===== config.mk =====
export PLATFORM = sky130hd
export DESIGN_NAME = integer_to_word_tokens
export DESIGN_NICKNAME = d
export VERILOG_FILES = /design/src/hw/rtl/itw_pkg.sv /design/src/hw/rtl/itw_conv.sv /design/src/hw/rtl/itw_emit.sv /design/src/hw/rtl/integer_to_word_tokens.sv
export VERILOG_INCLUDE_DIRS = /design/src /design/src/hw/rtl
export SDC_FILE = /design/constraint.sdc
export NUM_CORES = 1
export LEC_CHECK = 0
export BUFFER_PORTS_ARGS = -buffer_cell sky130_fd_sc_hd__buf_2
export CAP_MARGIN = 40
export CORE_MARGIN = 10
export CORE_UTILIZATION = 56
export CTS_CLUSTER_DIAMETER = 100
export DETAILED_ROUTE_END_ITERATION = 8
export PLACE_DENSITY = 0.74
export SLEW_MARGIN = 15
export SYNTH_ARGS = -nofsm -noshare
export SYNTH_HDL_FRONTEND = slang
export SYNTH_SLANG_ARGS = --single-unit

===== constraint.sdc =====
create_clock -name clk -period 8.8 [get_ports clk]
set_input_delay 0.44 -clock clk [delete_from_list [all_inputs] [get_ports clk]]
set_output_delay 0.44 -clock clk [all_outputs]
set_load 0.02 [all_outputs]

===== src/hw/rtl/integer_to_word_tokens_assert.svh =====
// Assertion macros for the word token block.
`ifndef INTEGER_TO_WORD_TOKENS_ASSERT_SVH
`define INTEGER_TO_WORD_TOKENS_ASSERT_SVH
`ifndef SYNTHESIS
`define ITW_ASSERT_IMP(lbl, ante, cons) \
	lbl: assert property (@(posedge clk) disable iff (!arst_n) (ante) |-> (cons)) \
		else $error("implication check failed");
`define ITW_ASSERT_NEXT(lbl, ante, cons) \
	lbl: assert property (@(posedge clk) disable iff (!arst_n) (ante) |=> (cons)) \
		else $error("next cycle check failed");
`else
`define ITW_ASSERT_IMP(lbl, ante, cons)
`define ITW_ASSERT_NEXT(lbl, ante, cons)
`endif
`endif


===== src/hw/rtl/itw_pkg.sv =====
package itw_pkg;

	localparam int VALUE_W = 31;
	localparam int WORD_W  = 5;
	localparam int DIGITS  = 10;
	localparam int CNT_W   = $clog2(VALUE_W);

	localparam logic [WORD_W-1:0] TOK_ZERO       = 5'd0;
	localparam logic [WORD_W-1:0] TOK_TEENS_BASE = 5'd10;
	localparam logic [WORD_W-1:0] TOK_TENS_BASE  = 5'd18;
	localparam logic [WORD_W-1:0] TOK_HUNDRED    = 5'd28;
	localparam logic [WORD_W-1:0] TOK_SCALE_BASE = 5'd28;

	typedef logic [DIGITS-1:0][3:0] bcd_t;

	typedef struct packed {
		logic done;
		bcd_t digits;
	} conv_res_t;

	typedef enum logic [2:0] {
		PH_HUND,
		PH_HWORD,
		PH_TENS,
		PH_ONES,
		PH_SCALE
	} phase_t;

	typedef enum logic {
		ES_IDLE,
		ES_RUN
	} emit_state_t;

endpackage


===== src/hw/rtl/itw_conv.sv =====
module itw_conv (
	input  logic                         clk,
	input  logic                         arst_n,
	input  logic                         load,
	input  logic [itw_pkg::VALUE_W-1:0]  value,
	output logic                         busy,
	output itw_pkg::conv_res_t           res
);

	logic                             busy_q;
	logic                             done_q;
	logic [itw_pkg::CNT_W-1:0]        cnt_q;
	logic [itw_pkg::VALUE_W-1:0]      bin_q;
	itw_pkg::bcd_t                    bcd_q;
	logic [itw_pkg::DIGITS*4-1:0]     adj;

	// Shift-and-add-three: every digit of five or more is corrected before the shift.
	always_comb begin
		for (int i = 0; i < itw_pkg::DIGITS; i++) begin
			adj[i*4 +: 4] = (bcd_q[i] >= 4'd5) ? bcd_q[i] + 4'd3 : bcd_q[i];
		end
	end

	always_ff @(posedge clk or negedge arst_n) begin
		if (!arst_n) begin
			busy_q <= 1'b0;
			done_q <= 1'b0;
			cnt_q  <= '0;
		end else begin
			done_q <= 1'b0;
			if (load) begin
				busy_q <= 1'b1;
				cnt_q  <= itw_pkg::CNT_W'(itw_pkg::VALUE_W - 1);
			end else if (busy_q) begin
				cnt_q <= cnt_q - 1'b1;
				if (cnt_q == '0) begin
					busy_q <= 1'b0;
					done_q <= 1'b1;
				end
			end
		end
	end

	always_ff @(posedge clk) begin
		if (load) begin
			bin_q <= value;
			bcd_q <= '0;
		end else if (busy_q) begin
			bin_q <= bin_q << 1;
			bcd_q <= {adj[itw_pkg::DIGITS*4-2:0], bin_q[itw_pkg::VALUE_W-1]};
		end
	end

	assign busy        = busy_q;
	assign res.done    = done_q;
	assign res.digits  = bcd_q;

endmodule


===== src/hw/rtl/itw_emit.sv =====
module itw_emit (
	input  logic                        clk,
	input  logic                        arst_n,
	input  itw_pkg::conv_res_t          conv,
	output logic                        busy,
	output logic                        valid,
	output logic [itw_pkg::WORD_W-1:0]  word,
	output logic                        last
);

	itw_pkg::emit_state_t             state_q, state_d;
	itw_pkg::phase_t                  ph_q, ph_d;
	logic [1:0]                       grp_q, grp_d;
	itw_pkg::bcd_t                    dig_q;
	logic                             pend_v_q, pend_v_d;
	logic [itw_pkg::WORD_W-1:0]       pend_word_q;
	logic                             valid_q, valid_d;
	logic [itw_pkg::WORD_W-1:0]       word_q, word_d;
	logic                             last_q, last_d;
	logic [3:0]                       dh, dt, dn;
	logic                             nz, emit, fin;
	logic [itw_pkg::WORD_W-1:0]       tok;

	always_comb begin
		case (grp_q)
			2'd3: begin
				dh = 4'd0;
				dt = 4'd0;
				dn = dig_q[9];
			end
			2'd2: begin
				dh = dig_q[8];
				dt = dig_q[7];
				dn = dig_q[6];
			end
			2'd1: begin
				dh = dig_q[5];
				dt = dig_q[4];
				dn = dig_q[3];
			end
			default: begin
				dh = dig_q[2];
				dt = dig_q[1];
				dn = dig_q[0];
			end
		endcase
		nz = (dh != 4'd0) || (dt != 4'd0) || (dn != 4'd0);
	end

	always_comb begin
		state_d = state_q;
		ph_d    = ph_q;
		grp_d   = grp_q;
		emit    = 1'b0;
		fin     = 1'b0;
		tok     = itw_pkg::TOK_ZERO;
		case (state_q)
			itw_pkg::ES_IDLE: begin
				if (conv.done) begin
					state_d = itw_pkg::ES_RUN;
					ph_d    = itw_pkg::PH_HUND;
					grp_d   = 2'd3;
				end
			end
			itw_pkg::ES_RUN: begin
				if (!nz) begin
					ph_d = itw_pkg::PH_HUND;
					if (grp_q == 2'd0) begin
						fin = 1'b1;
					end else begin
						grp_d = grp_q - 2'd1;
					end
				end else begin
					case (ph_q)
						itw_pkg::PH_HUND: begin
							if (dh != 4'd0) begin
								emit = 1'b1;
								tok  = itw_pkg::WORD_W'(dh);
								ph_d = itw_pkg::PH_HWORD;
							end else begin
								ph_d = itw_pkg::PH_TENS;
							end
						end
						itw_pkg::PH_HWORD: begin
							emit = 1'b1;
							tok  = itw_pkg::TOK_HUNDRED;
							ph_d = itw_pkg::PH_TENS;
						end
						itw_pkg::PH_TENS: begin
							if (dt >= 4'd2) begin
								emit = 1'b1;
								tok  = itw_pkg::TOK_TENS_BASE + itw_pkg::WORD_W'(dt);
								ph_d = itw_pkg::PH_ONES;
							end else if (dt == 4'd1) begin
								emit = 1'b1;
								tok  = itw_pkg::TOK_TEENS_BASE + itw_pkg::WORD_W'(dn);
								ph_d = itw_pkg::PH_SCALE;
							end else begin
								emit = (dn != 4'd0);
								tok  = itw_pkg::WORD_W'(dn);
								ph_d = itw_pkg::PH_SCALE;
							end
						end
						itw_pkg::PH_ONES: begin
							emit = (dn != 4'd0);
							tok  = itw_pkg::WORD_W'(dn);
							ph_d = itw_pkg::PH_SCALE;
						end
						itw_pkg::PH_SCALE: begin
							ph_d = itw_pkg::PH_HUND;
							if (grp_q == 2'd0) begin
								fin = 1'b1;
							end else begin
								emit  = 1'b1;
								tok   = itw_pkg::TOK_SCALE_BASE + itw_pkg::WORD_W'(grp_q);
								grp_d = grp_q - 2'd1;
							end
						end
						default: begin
							ph_d = itw_pkg::PH_HUND;
						end
					endcase
				end
				if (fin) begin
					state_d = itw_pkg::ES_IDLE;
				end
			end
			default: begin
				state_d = itw_pkg::ES_IDLE;
			end
		endcase
	end

	// A token waits for the next one, so the final one can carry the last mark.
	always_comb begin
		valid_d  = 1'b0;
		word_d   = word_q;
		last_d   = last_q;
		pend_v_d = pend_v_q;
		if (emit) begin
			pend_v_d = 1'b1;
			if (pend_v_q) begin
				valid_d = 1'b1;
				word_d  = pend_word_q;
				last_d  = 1'b0;
			end
		end else if (fin) begin
			pend_v_d = 1'b0;
			valid_d  = 1'b1;
			last_d   = 1'b1;
			word_d   = pend_v_q ? pend_word_q : itw_pkg::TOK_ZERO;
		end
	end

	always_ff @(posedge clk or negedge arst_n) begin
		if (!arst_n) begin
			state_q  <= itw_pkg::ES_IDLE;
			ph_q     <= itw_pkg::PH_HUND;
			grp_q    <= 2'd0;
			pend_v_q <= 1'b0;
			valid_q  <= 1'b0;
		end else begin
			state_q  <= state_d;
			ph_q     <= ph_d;
			grp_q    <= grp_d;
			pend_v_q <= pend_v_d;
			valid_q  <= valid_d;
		end
	end

	always_ff @(posedge clk) begin
		word_q <= word_d;
		last_q <= last_d;
		if (emit) begin
			pend_word_q <= tok;
		end
		if (state_q == itw_pkg::ES_IDLE && conv.done) begin
			dig_q <= conv.digits;
		end
	end

	assign busy  = (state_q == itw_pkg::ES_RUN);
	assign valid = valid_q;
	assign word  = word_q;
	assign last  = last_q;

endmodule


===== src/hw/rtl/integer_to_word_tokens.sv =====
// Spells a non-negative 31-bit integer in English as a run of word tokens.
// Request channel: value is taken at a rising edge with start high and busy
// low. Busy stays high until the last token of that request has been issued.
// Result channel: valid is high for exactly one cycle per token, with word
// holding the token code and last marking the final token of the request.
// The receiver has no way to hold results off, and none is needed.
// The value first passes through a shift-and-add-three decimal converter,
// one bit a cycle, and is then handed over to a sequencer. The sequencer
// walks the four digit groups, the top one a single digit, at up to one
// token a cycle; a zero group, a zero hundreds digit, zero tens and ones
// digits, a zero ones digit after a tens word and the end of the unit group
// each take a sequencer step that yields no new token.
// Asynchronous reset clears the sequencers and the result strobe; the block
// is idle and ready for a request once reset is released.
module integer_to_word_tokens (
	input  logic                        clk,
	input  logic                        arst_n,
	input  logic                        start,
	output logic                        busy,
	input  logic [itw_pkg::VALUE_W-1:0] value,
	output logic                        valid,
	output logic [itw_pkg::WORD_W-1:0]  word,
	output logic                        last
);

	`include "integer_to_word_tokens_assert.svh"

	logic               conv_busy;
	logic               emit_busy;
	logic               accept;
	itw_pkg::conv_res_t conv_res;

	assign busy   = conv_busy | conv_res.done | emit_busy;
	assign accept = start & ~busy;

	itw_conv u_conv (
		.clk    (clk),
		.arst_n (arst_n),
		.load   (accept),
		.value  (value),
		.busy   (conv_busy),
		.res    (conv_res)
	);

	itw_emit u_emit (
		.clk    (clk),
		.arst_n (arst_n),
		.conv   (conv_res),
		.busy   (emit_busy),
		.valid  (valid),
		.word   (word),
		.last   (last)
	);

	`ITW_ASSERT_NEXT(a_accept_busy, start && !busy, busy)
	`ITW_ASSERT_NEXT(a_last_ends, valid && last, !valid)
	`ITW_ASSERT_IMP(a_mid_busy, valid && !last, busy)
	`ITW_ASSERT_IMP(a_zero_alone, valid && word == itw_pkg::TOK_ZERO, last)

endmodule


==> impl_results.md, run 1 <==
* Max_slew headroom at 0.475
* Total wirelength of the detailed-routed design at 13.6 mm
* Number of max-cap violations at 0
* Combinational Power Share at 0.051
* Measured slew at the worst slew-check pin at 787 ps
* Via total after detailed routing at 4796
* Cell type group with the largest total delay on the critical path: compound AO/OA/AOI/OAI gates
* Cell with the most instances after synthesis: sky130_fd_sc_hd__nand2_1
* CTS Buf Count at 17
* Die area at 16600 um2
* Final instance count without filler cells at 854
* Core box area at 11500 um2
* Largest incremental delay on the critical path at 660 ps
* Number of setup violations in the final report at 0
* Port buffer count at 41
* Routed wire length per instance at 15.9 um
* Ys flop type: sky130_fd_sc_hd__edfxtp_1
* Critical setup path kind: flop to flop
* Startpoint types: flop
* Max rail drop VDD at 129 uV
* Most used standard cells in the synthesized netlist: sky130_fd_sc_hd__nand2_1 (163), sky130_fd_sc_hd__edfxtp_1 (82), sky130_fd_sc_hd__o21ai_0 (47)
* Pwr per Cell Area at 188 nW/um2
* Shortest clock period the worst path allows after layout at 3330 ps
* Unrepaired setup endpoints after global routing: no
* Flip-flop and latch count after synthesis at 137
* Total power after layout at 0.00141 W
* Clock latency of the later-clocked register in the worst-skew pair at 420 ps
* Setup slack, reg-to-reg at 5470 ps
* Number of buffers and inverters on the critical path at 2
* Kind of path behind the tightest hold check: input port to flop
* Layout Nets at 760
* Worst clock skew at 6.31 ps
* Post-detailed-route via-to-cell ratio at 5.62
* Average size of a mapped cell at 10.0 um2
* Critical Path AT at 3470 ps
* Final worst-path setup slack at 5470 ps
* Final max-slew violation count at 0
* Die Y at 129 um
* Half-perimeter wire length after placement at 9.33 mm
* Boundary Pins at 42
* Series of cell instances along the critical path: inv_1, ha_1, inv_2, o21ai_0, and4_4, nor3_1, o311a_4, a21o_1
* Placement Rows at 39
* Sw frac at 0.219
* Global-route wire length before repair at 22.6 mm
* Synthesized cell area at 6620 um2
* Final RePlAce weighted congestion at 0.918
* Total global routing overflow at 0
* Pin count of the biggest net entering global routing at 80
* Number of enable flip-flop cells after synthesis at 82
* Crit share post-route at 0.378
* Synthesis Warnings at 0
* Leading post-synthesis cells by cell area: sky130_fd_sc_hd__edfxtp_1 (37%), sky130_fd_sc_hd__dfxtp_1 (12%), sky130_fd_sc_hd__nand2_1 (9.2%)
* Share of Yosys cell area claimed by the top area cell type at 0.372
* Final core utilization at 0.652
* Antenna violation net count after detailed routing at 0
* Post-synthesis cell type count at 55
* P_leak at 2.95 nW
* Number of detailed-routing iterations run before antenna repair at 6
* Diode insertion count for antenna repair at 0
* Effective utilization at floorplan at 0.575
* Data required time at the worst endpoint at 8950 ps
* Clock transition time at the flip-flop clock pins of the worst setup and hold paths at 60 ps
* Setup slack at placement at 5570 ps
* TritonCTS sink count at 137
* Maximum level of the CTS H-tree at 4
* CP endpoint kind: flop
* Die extent in x at 129 um
* Clock tree from TritonCTS: yes
* CTS Root Buffer Type: sky130_fd_sc_hd__clkbuf_16
* Part of the total power dissipated in sequential elements at 0.496
* Worst-path fanout max at 22
* Remaining DRCs at 0
* Antenna violations before repair at 0
* Share of flip-flops with an asynchronous set or reset at 0.109
* Relative contribution of the clock network to total power at 0.453
* Number of cells in the design after placement at 821
* Layout-stage area growth over the synthesis result at 13.4%
* Total global routing track utilization at 0.171
* Setup TNS at 0 ps
* P_sw at 0.000309 W
* Syn nets at 722
* Cell type contributing the most total cell area after synthesis: sky130_fd_sc_hd__edfxtp_1
* Gate Count Post-Synth at 660
* Number of hold-slack violations in the final timing report at 0
* Clock Tree Buf Depth at 2
* Sequential element share of the synthesized area at 0.550
* Max Freq at 0.300 GHz
* Post-cts resize count at 0
* Layout cell share with drive strength beyond 1 at 0.136
* P_int at 0.00110 W
* Result of the run: completed
* Starting DRC count in detailed routing at 542
* Vias in the first global route at 4655
* Cell with the largest stage delay on the worst path: sky130_fd_sc_hd__ha_1
worst reg2reg max path, delay by kind of cell (launching register included):
kind	cells	cell delay (ps)
AND/OR/NAND/NOR	2	430
AO/OA/AOI/OAI	3	1120
flip-flops	1	430
adder cells (fa/ha/maj)	1	660
buffers and inverters	2	410
power by group through the flow:
stage	Combinational [W]	Sequential [W]	Clock, W
floorplan	0.0000502	0.000711	0
global placement	0.0000667	0.000713	0
detailed placement	0.0000718	0.000714	0
CTS	0.0000730	0.000701	0.000651
global route	0.0000837	0.000702	0.000676
finish	0.0000719	0.000701	0.000641
layout by cell type, fill, tap and decap left out, drive strengths merged, types with 2 or more instances in the layout:
cell type,netlist,layout
a21o,3,3
a21oi,38,38
a221o,4,4
a221oi,3,3
a222oi,3,3
a22oi,3,3
and3,2,2
buf,4,46
clkbuf,24,26
clkinv,0,4
dfrtp,15,15
dfxtp,40,40
edfxtp,82,82
ha,28,28
inv,34,35
mux2i,14,14
nand2,163,163
nand2b,16,16
nand3,15,15
nor2,37,37
nor2b,10,10
nor3,6,6
o211ai,4,4
o21ai,52,52
o221ai,2,2
o22ai,2,2
o31ai,12,12
o41ai,4,4
or3,3,3
xnor2,12,12
xor2,9,9
state kept, by name, indices dropped and copies added, names as in the netlist:
register            cells
u_emit.grp_q            2
u_conv.bin_q           31
u_emit.valid            1
u_emit.ph_q             3
u_emit.busy             1
u_emit.last             1
u_emit.pend_v_q         1
u_emit.dig_q           40
u_conv.res             40
u_emit.pend_word_q      5
u_conv.busy             1
u_emit.word             5
u_conv.done_q           1
u_conv.cnt_q            5
cell families (layout without fill, tap and decap cells):
kind of cell    Yosys count  count (layout)  synth area share
fa+ha+maj                28              28            0.0529
buf+inv                  62             113            0.0378
compound gates          137             137             0.137
mux                      15              15            0.0229
xor+xnor                 21              21            0.0278
simple gates            260             260             0.172
flops                   137             137             0.550
path summary, 6_finish.rpt:
| check | depth (start not counted) | startpoint | endpoint |
|---|---|---|---|
| worst max-delay path | 8 | u_emit.grp_q[0] | u_emit.word[0] |
| worst min-delay path | 3 | value[21] | u_conv.bin_q[21] |
| worst max register to register | 8 | u_emit.grp_q[0] | u_emit.word[0] |
| worst min register to register | 0 | u_conv.res[39] | u_emit.dig_q[39] |
| max in group asynchronous | 2 | arst_n | u_conv.busy |
| min in group asynchronous | 2 | arst_n | u_conv.cnt_q[1] |
metal layers:
layer  vias to the layer above  global-route usage  wire length [um]
li1                       2378                   -                 -
met1                      2261               0.216              6290
met2                       128               0.266              6330
met3                        29              0.0501               661
met4                         0              0.0783               316
met5                         -                   0                 0
stage by stage:
| stage | cell area [um2] | hold slack, ps |
|---|---|---|
| after floorplan | 6620 | 144 |
| after global placement | 6920 | 365 |
| after detailed placement | 6960 | 371 |
| after CTS | 7510 | 264 |
| after global routing | 7510 | 274 |
| final | 7510 | 278 |
layout make-up:
| class | instances | area, um2 |
|---|---|---|
| repair buffers | 47 | 285 |
| flip-flops and latches | 137 | 3640 |
| fillers | 906 | 4010 |
| inverters | 34 | 128 |
| clock inverters | 6 | 43.8 |
| multi-input cells | 461 | 2740 |
| clock buffers | 26 | 489 |
| well taps | 143 | 179 |
timing repair:
action,CTS,global route
buffers inserted,0,0
setup endpoints to repair,0,0
hold endpoints to repair,15,0
hold buffers,1,0
No activity file was read; power rests on OpenSTA's default activity.
==> run 2, diff against run 1 <==
Settings changed: CORE_UTILIZATION 56 to 55, PLACE_DENSITY 0.74 to 0.76.
Clock period 8.8 ns to 2.85 ns, I/O delays scaled along.
==> run 2 against run 1 <==
Effect of this change: hold slack worse by 220 ps; global-route usage rose by 0.63 points; via count up 3.2%; core utilization is 1.4 points higher; non-clock buffer count rose by 41; combinational power grew to 3.6 times the previous value; fmax rose by 24%; critical path type unchanged; die area is 1.5% higher; first-iteration DRC count fell by 8.3%; flip-flop and latch count is the same; sequential power rose to 3.1 times the previous value; clock-buffer cell count down 4.
==> impl_results.md, run 2 (synthesis gave the netlist of run 1 again) <==
* CP endpoint kind: flop (unchanged)
* Result of the run: completed (unchanged)
* Number of max-cap violations at 0 (unchanged)
* Crit share post-route at 0.942 (was 0.378)
* Cell with the largest stage delay on the worst path: sky130_fd_sc_hd__a221o_2 (was sky130_fd_sc_hd__ha_1)
* Final RePlAce weighted congestion at 0.915 (was 0.918)
* Max Freq at 0.373 GHz (was 0.300 GHz)
* Worst-path fanout max at 13 (was 22)
* Port buffer count at 41 (unchanged)
* CTS Buf Count at 17 (unchanged)
* P_leak at 3.13 nW (was 2.95 nW)
* Layout cell share with drive strength beyond 1 at 0.153 (was 0.136)
* Number of hold-slack violations in the final timing report at 0 (unchanged)
* Via total after detailed routing at 4950 (was 4796)
* Worst clock skew at 7.68 ps (was 6.31 ps)
* Maximum level of the CTS H-tree at 4 (unchanged)
* Number of detailed-routing iterations run before antenna repair at 5 (was 6)
* Series of cell instances along the critical path: buf_4, ha_2, a221o_2, o21ai_0, and4_4, nor3_2, o311a_4, a21o_1 (was inv_1, ha_1, inv_2, o21ai_0, and4_4, nor3_1, o311a_4, a21o_1)
* Layout-stage area growth over the synthesis result at 19.8% (was 13.4%)
* Final worst hold slack at 62.6 ps (was 278 ps)
* Setup slack at placement at -14.1 ps (was 5570 ps)
* Layout Nets at 801 (was 760)
* Antenna violation net count after detailed routing at 0 (unchanged)
* Final non-filler cell area at 7940 um2 (was 7510 um2)
* Number of setup violations in the final report at 0 (unchanged)
* Final worst-path setup slack at 165 ps (was 5470 ps)
* Most frequent cells in the layout: sky130_fd_sc_hd__nand2_1 (163), sky130_fd_sc_hd__edfxtp_1 (82), sky130_fd_sc_hd__o21ai_0 (47) (unchanged)
* Pwr per Cell Area at 573 nW/um2 (was 188 nW/um2)
* Boundary Pins at 42 (unchanged)
* Clock latency of the later-clocked register in the worst-skew pair at 420 ps (about the same)
* Data required time at the worst endpoint at 3000 ps (was 8950 ps)
* Placement Rows at 40 (was 39)
* Clock transition time at the flip-flop clock pins of the worst setup and hold paths at 60 ps (about the same)
* Total global routing track utilization at 0.177 (was 0.171)
* Kind of path behind the tightest hold check: input port to flop (unchanged)
* Most common cell after layout, fill and taps aside: sky130_fd_sc_hd__nand2_1 (unchanged)
* Remaining DRCs at 0 (unchanged)
* Number of cells in the design after placement at 834 (was 821)
* Max_slew headroom at 0.479 (was 0.475)
* Vias in the first global route at 4829 (was 4655)
* Die Y at 130 um (was 129 um)
* Largest incremental delay on the critical path at 410 ps (was 660 ps)
* CTS Root Buffer Type: sky130_fd_sc_hd__clkbuf_16 (unchanged)
* Total global routing overflow at 0 (unchanged)
* Total wirelength of the detailed-routed design at 14.0 mm (was 13.6 mm)
* Die area at 16800 um2 (was 16600 um2)
* Starting DRC count in detailed routing at 497 (was 542)
* Routed wire length per instance at 15.6 um (was 15.9 um)
* Startpoint types: flop (unchanged)
* Global-route wire length before repair at 23.4 mm (was 22.6 mm)
* Antenna violations before repair at 1 (was 0)
* Standard cell area after detailed placement at 7020 um2 (was 6960 um2)
* Measured slew at the worst slew-check pin at 782 ps (was 787 ps)
* Die extent in x at 130 um (was 129 um)
* Critical Path AT at 2830 ps (was 3470 ps)
* Clock tree from TritonCTS: yes (unchanged)
* Total power after layout at 0.00455 W (was 0.00141 W)
* Core box area at 11900 um2 (was 11500 um2)
* Final max-slew violation count at 0 (unchanged)
* Critical setup path kind: flop to flop (unchanged)
* Clock Tree Buf Depth at 2 (unchanged)
* Post-detailed-route via-to-cell ratio at 5.49 (was 5.62)
* Final instance count without filler cells at 901 (was 854)
* Max rail drop VDD at 389 uV (was 129 uV)
* Pin count of the biggest net entering global routing at 79 (was 80)
* TritonCTS sink count at 137 (unchanged)
* Half-perimeter wire length after placement at 9.33 mm (about the same)
* Effective utilization at floorplan at 0.556 (was 0.575)
* Shortest clock period the worst path allows after layout at 2680 ps (was 3330 ps)
==> run 2: area by class of cell <==
type	count	area [um2]
diodes	2	5.00
clock buffers	22	454
clock inverters	10	116
fillers	876	3980
inverters	34	128
multi-input cells	461	2760
flip-flops and latches	137	3640
well taps	147	184
repair buffers	88	648
==> run 2: routing by layer <==
metal  track usage  part of all wire  wire length (um)
met4        0.0754             0.020               284
met2         0.282              0.48              6680
met5             0                 0                 0
met3        0.0491             0.050               703
met1         0.222              0.45              6350
==> run 2: power by group <==
group / leakage (nW) / internal [W] / switching (W)
sequential: 1.18 / 0.00214 / 0.0000266
clock: 0.275 / 0.00131 / 0.000812
combinational: 1.68 / 0.000117 / 0.000142
total: 3.13 / 0.00357 / 0.000980
==> run 2: critical path, delay by kind of cell (launching register included) <==
| kind | cells | cell delay, ps |
|---|---|---|
| AOI/OAI and AO/OA | 4 | 1190 |
| adders and majority gates | 1 | 270 |
| buffers and inverters | 1 | 150 |
| DFF | 1 | 400 |
| and+or+nand+nor | 2 | 390 |
==> run 2: worst paths after layout <==
check	startpoint	endpoint	cells past startpoint	slack, ps
hold reg to reg	u_conv.bin_q[30]	u_conv.res[0]	2	460
max in group asynchronous	arst_n	u_conv.busy	2	2410
hold / removal	value[0]	u_conv.bin_q[0]	2	60
setup reg to reg	u_emit.grp_q[0]	u_emit.last	8	170
min in group asynchronous	arst_n	u_emit.ph_q[1]	2	170
setup / recovery	u_emit.grp_q[0]	u_emit.last	8	170
==> run 2: through the flow <==
| stage | TNS (ps) | util |
|---|---|---|
| after floorplan | 0 | - |
| after global placement | 0 | 0.589 |
| after detailed placement | -83.8 | 0.589 |
| after CTS | 0 | 0.663 |
| after global routing | -183 | 0.666 |
| final | 0 | 0.666 |
==> run 2: repair_timing <==
item | 4_1_cts | 5_1_grt
pin swaps | 0 | 3
resized for setup | 2 | 4
setup buffers | 0 | 2
hold endpoints to repair | 45 | 0
endpoints found under the setup margin | 6 | 10
hold buffers | 31 | 0
